### src/hdl/asste_pkg.sv
// constants and phase codes for the s5 sleep type extractor
`default_nettype none

package asste_pkg;

  localparam int unsigned WindowDepth = 6;
  localparam int unsigned SleepShift  = 10;

  localparam logic [7:0] NAME_PREFIX = 8'h08;
  localparam logic [7:0] ROOT_CHAR   = 8'h5C;
  localparam logic [7:0] PACKAGE_OP  = 8'h12;
  localparam logic [7:0] BYTE_PREFIX = 8'h0A;

  // "_S5_"
  localparam logic [7:0] NAME_CHAR0 = 8'h5F;
  localparam logic [7:0] NAME_CHAR1 = 8'h53;
  localparam logic [7:0] NAME_CHAR2 = 8'h35;
  localparam logic [7:0] NAME_CHAR3 = 8'h5F;

  // parse phase codes
  localparam logic [2:0] PH_SCAN    = 3'd0;
  localparam logic [2:0] PH_OPCODE  = 3'd1;
  localparam logic [2:0] PH_LEAD    = 3'd2;
  localparam logic [2:0] PH_SKIP    = 3'd3;
  localparam logic [2:0] PH_VALUE_A = 3'd4;
  localparam logic [2:0] PH_VALUE_B = 3'd5;
  localparam logic [2:0] PH_DONE    = 3'd6;

  localparam logic [2:0] SEEN_MAX = 3'd6;

endpackage

`default_nettype wire

### src/hdl/aml_s5_sleep_type_extractor.sv
// top level: byte-stream scanner that extracts the s5 sleep type values
`default_nettype none

// Takes one table body byte per transaction and accepts a new byte in every
// cycle: each byte updates a six-byte window and a small phase register, both
// registered. On the transaction flagged tlast one result is loaded into the
// output register (shown on the master side in the cycle after acceptance) and
// all scan state returns to its reset value for the next table. While a result
// waits, s_axis_tready follows m_axis_tready, so a byte is taken in the same
// cycle that the result leaves and the input stalls for as long as the master
// side holds off. Results carry the found flag in tuser and both sleep words
// plus the raw values in tdata.
module aml_s5_sleep_type_extractor (
  input  wire logic        clk_i,
  input  wire logic        rst_ni,
  input  wire logic        s_axis_tvalid,
  output logic             s_axis_tready,
  input  wire logic [7:0]  s_axis_tdata,   // [7:0] table_byte
  input  wire logic        s_axis_tlast,   // last_byte
  output logic             m_axis_tvalid,
  input  wire logic        m_axis_tready,
  output logic [47:0]      m_axis_tdata,   // [15:0] sleep_word_a, [31:16] sleep_word_b,
                                           // [39:32] raw_value_a, [47:40] raw_value_b
  output logic             m_axis_tuser    // found
);
  import asste_pkg::*;

  logic [7:0] recent_q [WindowDepth];
  logic [7:0] recent_d [WindowDepth];
  logic [2:0] seen_q, seen_d;
  logic [2:0] phase_q, phase_d;
  logic [2:0] skip_q, skip_d;
  logic [7:0] value_a_q, value_a_d;
  logic [7:0] value_b_q, value_b_d;

  logic       out_valid_q;
  logic       out_found_q;
  logic [7:0] out_raw_a_q, out_raw_b_q;

  logic       in_accept;
  logic [7:0] in_byte;
  logic       name_match;
  logic       name_ok;
  logic       found_w;

  assign in_byte       = s_axis_tdata;
  assign s_axis_tready = !out_valid_q || m_axis_tready;
  assign in_accept     = s_axis_tvalid && s_axis_tready;

  always_comb begin
    for (int i = 0; i < WindowDepth - 1; i++) begin
      recent_d[i] = recent_q[i+1];
    end
    recent_d[WindowDepth-1] = in_byte;
    seen_d = (seen_q < SEEN_MAX) ? seen_q + 3'd1 : seen_q;

    // window after the shift holds the name in its top four places
    name_match = (recent_q[3] == NAME_CHAR0) && (recent_q[4] == NAME_CHAR1) &&
                 (recent_q[5] == NAME_CHAR2) && (in_byte == NAME_CHAR3);
    name_ok = name_match &&
              (((seen_d >= 3'd5) && (recent_d[1] == NAME_PREFIX)) ||
               ((seen_d >= 3'd6) && (recent_d[0] == NAME_PREFIX) &&
                (recent_d[1] == ROOT_CHAR)));

    phase_d   = phase_q;
    skip_d    = skip_q;
    value_a_d = value_a_q;
    value_b_d = value_b_q;

    unique case (phase_q)
      PH_SCAN: begin
        if (name_ok) phase_d = PH_OPCODE;
      end
      PH_OPCODE: begin
        phase_d = (in_byte == PACKAGE_OP) ? PH_LEAD : PH_SCAN;
      end
      PH_LEAD: begin
        // package length bytes: lead byte count in the top two bits
        skip_d  = {1'b0, in_byte[7:6]} + 3'd1;
        phase_d = PH_SKIP;
      end
      PH_SKIP: begin
        skip_d = (skip_q != 3'd0) ? skip_q - 3'd1 : 3'd0;
        if (skip_d == 3'd0) phase_d = PH_VALUE_A;
      end
      PH_VALUE_A: begin
        // skip_q set means the byte after a byte prefix is awaited
        if (skip_q == 3'd0 && in_byte == BYTE_PREFIX) begin
          skip_d = 3'd1;
        end else begin
          skip_d    = 3'd0;
          value_a_d = in_byte;
          phase_d   = PH_VALUE_B;
        end
      end
      PH_VALUE_B: begin
        if (skip_q == 3'd0 && in_byte == BYTE_PREFIX) begin
          skip_d = 3'd1;
        end else begin
          skip_d    = 3'd0;
          value_b_d = in_byte;
          phase_d   = PH_DONE;
        end
      end
      default: begin
      end
    endcase

    found_w = (phase_d == PH_VALUE_B) || (phase_d == PH_DONE) ||
              ((phase_d == PH_VALUE_A) && (skip_d != 3'd0));
  end

  always_ff @(posedge clk_i or negedge rst_ni) begin
    if (!rst_ni) begin
      for (int i = 0; i < WindowDepth; i++) begin
        recent_q[i] <= 8'h00;
      end
      seen_q    <= 3'd0;
      phase_q   <= PH_SCAN;
      skip_q    <= 3'd0;
      value_a_q <= 8'h00;
      value_b_q <= 8'h00;
    end else if (in_accept) begin
      if (s_axis_tlast) begin
        for (int i = 0; i < WindowDepth; i++) begin
          recent_q[i] <= 8'h00;
        end
        seen_q    <= 3'd0;
        phase_q   <= PH_SCAN;
        skip_q    <= 3'd0;
        value_a_q <= 8'h00;
        value_b_q <= 8'h00;
      end else begin
        recent_q  <= recent_d;
        seen_q    <= seen_d;
        phase_q   <= phase_d;
        skip_q    <= skip_d;
        value_a_q <= value_a_d;
        value_b_q <= value_b_d;
      end
    end
  end

  always_ff @(posedge clk_i or negedge rst_ni) begin
    if (!rst_ni) begin
      out_valid_q <= 1'b0;
    end else if (in_accept && s_axis_tlast) begin
      out_valid_q <= 1'b1;
    end else if (m_axis_tready) begin
      out_valid_q <= 1'b0;
    end
  end

  always_ff @(posedge clk_i) begin
    if (in_accept && s_axis_tlast) begin
      out_found_q <= found_w;
      out_raw_a_q <= value_a_d;
      out_raw_b_q <= value_b_d;
    end
  end

  assign m_axis_tvalid = out_valid_q;
  assign m_axis_tuser  = out_found_q;
  assign m_axis_tdata  = {out_raw_b_q, out_raw_a_q,
                          out_raw_b_q[15-SleepShift:0], {SleepShift{1'b0}},
                          out_raw_a_q[15-SleepShift:0], {SleepShift{1'b0}}};

  // a byte without tlast never produces a result
  assert property (@(posedge clk_i) disable iff (!rst_ni)
    (in_accept && !s_axis_tlast && !out_valid_q) |=> !out_valid_q)
    else $error("result appeared without a last byte");

  // a last byte presents a result and restarts the scan
  assert property (@(posedge clk_i) disable iff (!rst_ni)
    (in_accept && s_axis_tlast) |=> (out_valid_q && phase_q == PH_SCAN && seen_q == 3'd0))
    else $error("last byte did not deliver a result and clear the scan");

  // values are only captured once a package has been committed
  assert property (@(posedge clk_i) disable iff (!rst_ni)
    (out_valid_q && !out_found_q) |-> (out_raw_a_q == 8'h00 && out_raw_b_q == 8'h00))
    else $error("nonzero value reported without a found package");

  // skip count never exceeds the longest package length encoding
  assert property (@(posedge clk_i) disable iff (!rst_ni)
    skip_q <= 3'd4)
    else $error("skip count out of range");

endmodule

`default_nettype wire
### config.mk
export PLATFORM = sky130hd
export DESIGN_NAME = aml_s5_sleep_type_extractor
export DESIGN_NICKNAME = d
export VERILOG_FILES = /design/src/hdl/asste_pkg.sv /design/src/hdl/aml_s5_sleep_type_extractor.sv
export SDC_FILE = /design/constraint.sdc
export NUM_CORES = 1
export LEC_CHECK = 0
export CAP_MARGIN = 30
export CORE_MARGIN = 1.5
export CORE_UTILIZATION = 42
export CTS_CLUSTER_DIAMETER = 40
export DETAILED_ROUTE_END_ITERATION = 7
export DONT_BUFFER_PORTS = 1
export REMOVE_ABC_BUFFERS = 1
export SYNTH_ARGS = -nofsm -noshare
export SYNTH_HDL_FRONTEND = slang
export SYNTH_SLANG_ARGS = --single-unit
### constraint.sdc
create_clock -name clk_i -period 3.17 [get_ports clk_i]
set_input_delay 0.1585 -clock clk_i [delete_from_list [all_inputs] [get_ports clk_i]]
set_output_delay 0.1585 -clock clk_i [all_outputs]
set_load 0.005 [all_outputs]
==> run summary <==
Syn Inst Count -> 429
Worst setup SP type -> input pin
Dpl cells -> 530
Root Buffer -> clkbuf_8
Floorplan row count -> 35
Die Y-Extent -> 102 µm
Period minus WS final -> 2.85 ns
Post-synthesis sequential area ratio -> 52.9%
H-Tree Depth -> 3
Via count -> 2939
Commonest non-fill, non-tap cell in the layout -> nand2_1
Pwr dens -> 543 nW/µm²
Io pins -> 64
Area Growth Syn to Fin -> 7.50%
Final Util -> 47.1%
Fraction of layout cells with a size suffix above 1 -> 7.46%
Met1 track demand over resource -> 25.8%
Period utilization -> 89.8%
Max_cap viols -> 0
Starting density of the core -> 43.8%
Die Area -> 10300 µm²
Seq cells post-synth -> 83
Primary FF master, synth -> dfrtp_1
All-Layer GR Usage -> 18.7%
Fmax -> 351 MHz
Static leakage -> 1.85 nW
Sink Count -> 83
Initial antenna violation count -> 0
Pre-antenna DRT Iters -> 4
Overall power -> 2.38 mW
Max Slew Vio Count -> 0
CP Class -> in -> reg
Total negative slack -> 0 ns
Diodes inserted -> 0
Synthesized area per cell -> 9.53 µm²
Post-synth EDFFs -> 17
First-pass GRT wire length -> 14.6 mm
Non-filler cells, final -> 558
Worst-path clk slew -> 0.09 ns
HP Class -> in -> reg
CTS max path bufs -> 2
CTS tree -> done
Hold Path Stages -> 2
Post-DP HPWL -> 5.85 mm
Fraction of registers with async set/reset -> 79.5%
GRT Residual Overflow -> 0
Port Buf Inserts -> 0
Nets@finish -> 443
Placeable Area -> 9330 µm²
Antenna Violating Nets Remaining -> 0
Max VDD drop -> 233 µV
Worst Path Arrival -> 2.95 ns
Unrepaired setup endpoints after global routing -> no
Endpoints failing setup -> 0
Post-CTS Setup Repair Bufs -> 0
CP Max Fanout -> 6
Synth cell types -> 49
Filler cell count -> 872
Gr busiest metal -> met2
Crit. End Element -> flop
Worst Skew -> 0.0177 ns
Max_slew headroom -> 61.3%
Critical Path RT -> 3.28 ns
Post-Route WL -> 9.14 mm
Synthesized area -> 4090 µm²
Yosys warning count -> 0
Worst r2r path cells -> 6
Num CTS Buffers -> 9
Via density per instance -> 5.27
Least-Margin Pin Slew -> 0.579 ns
Largest net degree at the start of global routing -> 86
Die width -> 102 µm
Commonest non-fill, non-tap cells in the layout -> 113 x nand2_1, 66 x dfrtp_1, 53 x o21ai_0
Number of global-route vias before repair -> 2849
Worst skew pair latency -> 0.37 ns
DRC -> 0
GPL Wtd Cong -> 0.863
Hold_ws -> 0.00305 ns
Iter 0 DRT Violations -> 192
Final hold violations -> 0
Avg WL per Cell -> 16.4 µm
Met2 GRT Util -> 28.3%
M3 GR Usage -> 5.66%
Status -> finished clean
layer usage:
metal	wire length (µm)	share of wire, %	up-vias
met1	4220	46	1404
met5	0	0	-
met3	507	5.5	11
met2	4270	47	88
li1	-	-	1436
met4	144	1.6	0
stage by stage:
stage / worst slack, ns / instance area [µm²]
finish: 0.324 / 4390
global route: 0.223 / 4390
CTS: 0.347 / 4370
detailed placement: 0.464 / 4060
global placement: 0.544 / 4060
floorplan: -0.185 / 3840
power breakdown:
group / internal [mW] / switching (mW)
Combinational: 0.123 / 0.182
Clock: 0.345 / 0.421
Sequential: 1.21 / 0.103
final timing paths:
path	start	endpoint	slack, ns
min in group asynchronous	rst_ni	recent_d[45]	0.31
hold / removal	s_axis_tdata[0]	out_raw_a_q[0]	0.003
max in group asynchronous	rst_ni	phase_q[0]	2.54
setup reg to reg	skip_q[2]	m_axis_tuser	0.44
setup / recovery	s_axis_tdata[6]	m_axis_tuser	0.32
hold reg to reg	recent_d[46]	recent_d[46]	0.50
cells by family after synthesis:
| family | Yosys count | synth area share (%) |
|---|---|---|
| compound gates | 99 | 14.7 |
| simple gates | 171 | 19.7 |
| fa+ha+maj | 6 | 1.84 |
| flops | 83 | 52.9 |
| other cells | 1 | 0.0918 |
| buf+inv | 61 | 8.54 |
| mux | 8 | 2.20 |
sequential cells by signal, summed over array words and instances, names as in the netlist:
| register | count |
|---|---|
| m_axis_tuser | 1 |
| m_axis_tvalid | 1 |
| out_raw_a_q | 8 |
| out_raw_b_q | 8 |
| phase_q | 3 |
| recent_d | 40 |
| seen_q | 3 |
| skip_q | 3 |
| value_a_q | 8 |
| value_b_q | 8 |
final cells by class:
type | instances | area [µm²] | share of cell area (%)
clock buffer | 10 | 149 | 3.39
timing repair buffer | 17 | 188 | 4.27
inverter | 9 | 33.8 | 0.769
sequential | 83 | 2160 | 49.2
multi-input combinational | 304 | 1650 | 37.5
tap | 129 | 161 | 3.67
clock inverter | 6 | 50.0 | 1.14
worst max-delay path: stages:
cell and delay [ns]:
dlygate4sd3_1 0.56, inv_1 0.10, ha_1 0.16, or3b_2 0.47, o31a_1 0.38, or4_1 0.53, a21o_1 0.20, o21ai_2 0.06
mux2_1 0.33
Yosys cell counts, drive strengths merged (5+ instances only):
cell type	instances	area [µm²]
a21oi	8	40.0
a22o	8	70.1
a22oi	9	67.6
buf	34	248
clkbuf	18	67.6
dfrtp	66	1650
edfxtp	17	510
ha	6	75.1
inv	8	30.0
mux2	8	90.1
nand2	114	428
nor2	14	52.6
nor3b	5	37.5
nor4bb	5	50.1
o21ai	54	274
repair_timing:
item | CTS | global route
endpoints found under the setup margin | 0 | 0
endpoints found under the hold margin | 86 | 2
hold buffers | 10 | 2
resized for setup | 0 | 0
No activity file was read; power rests on OpenSTA's default activity.
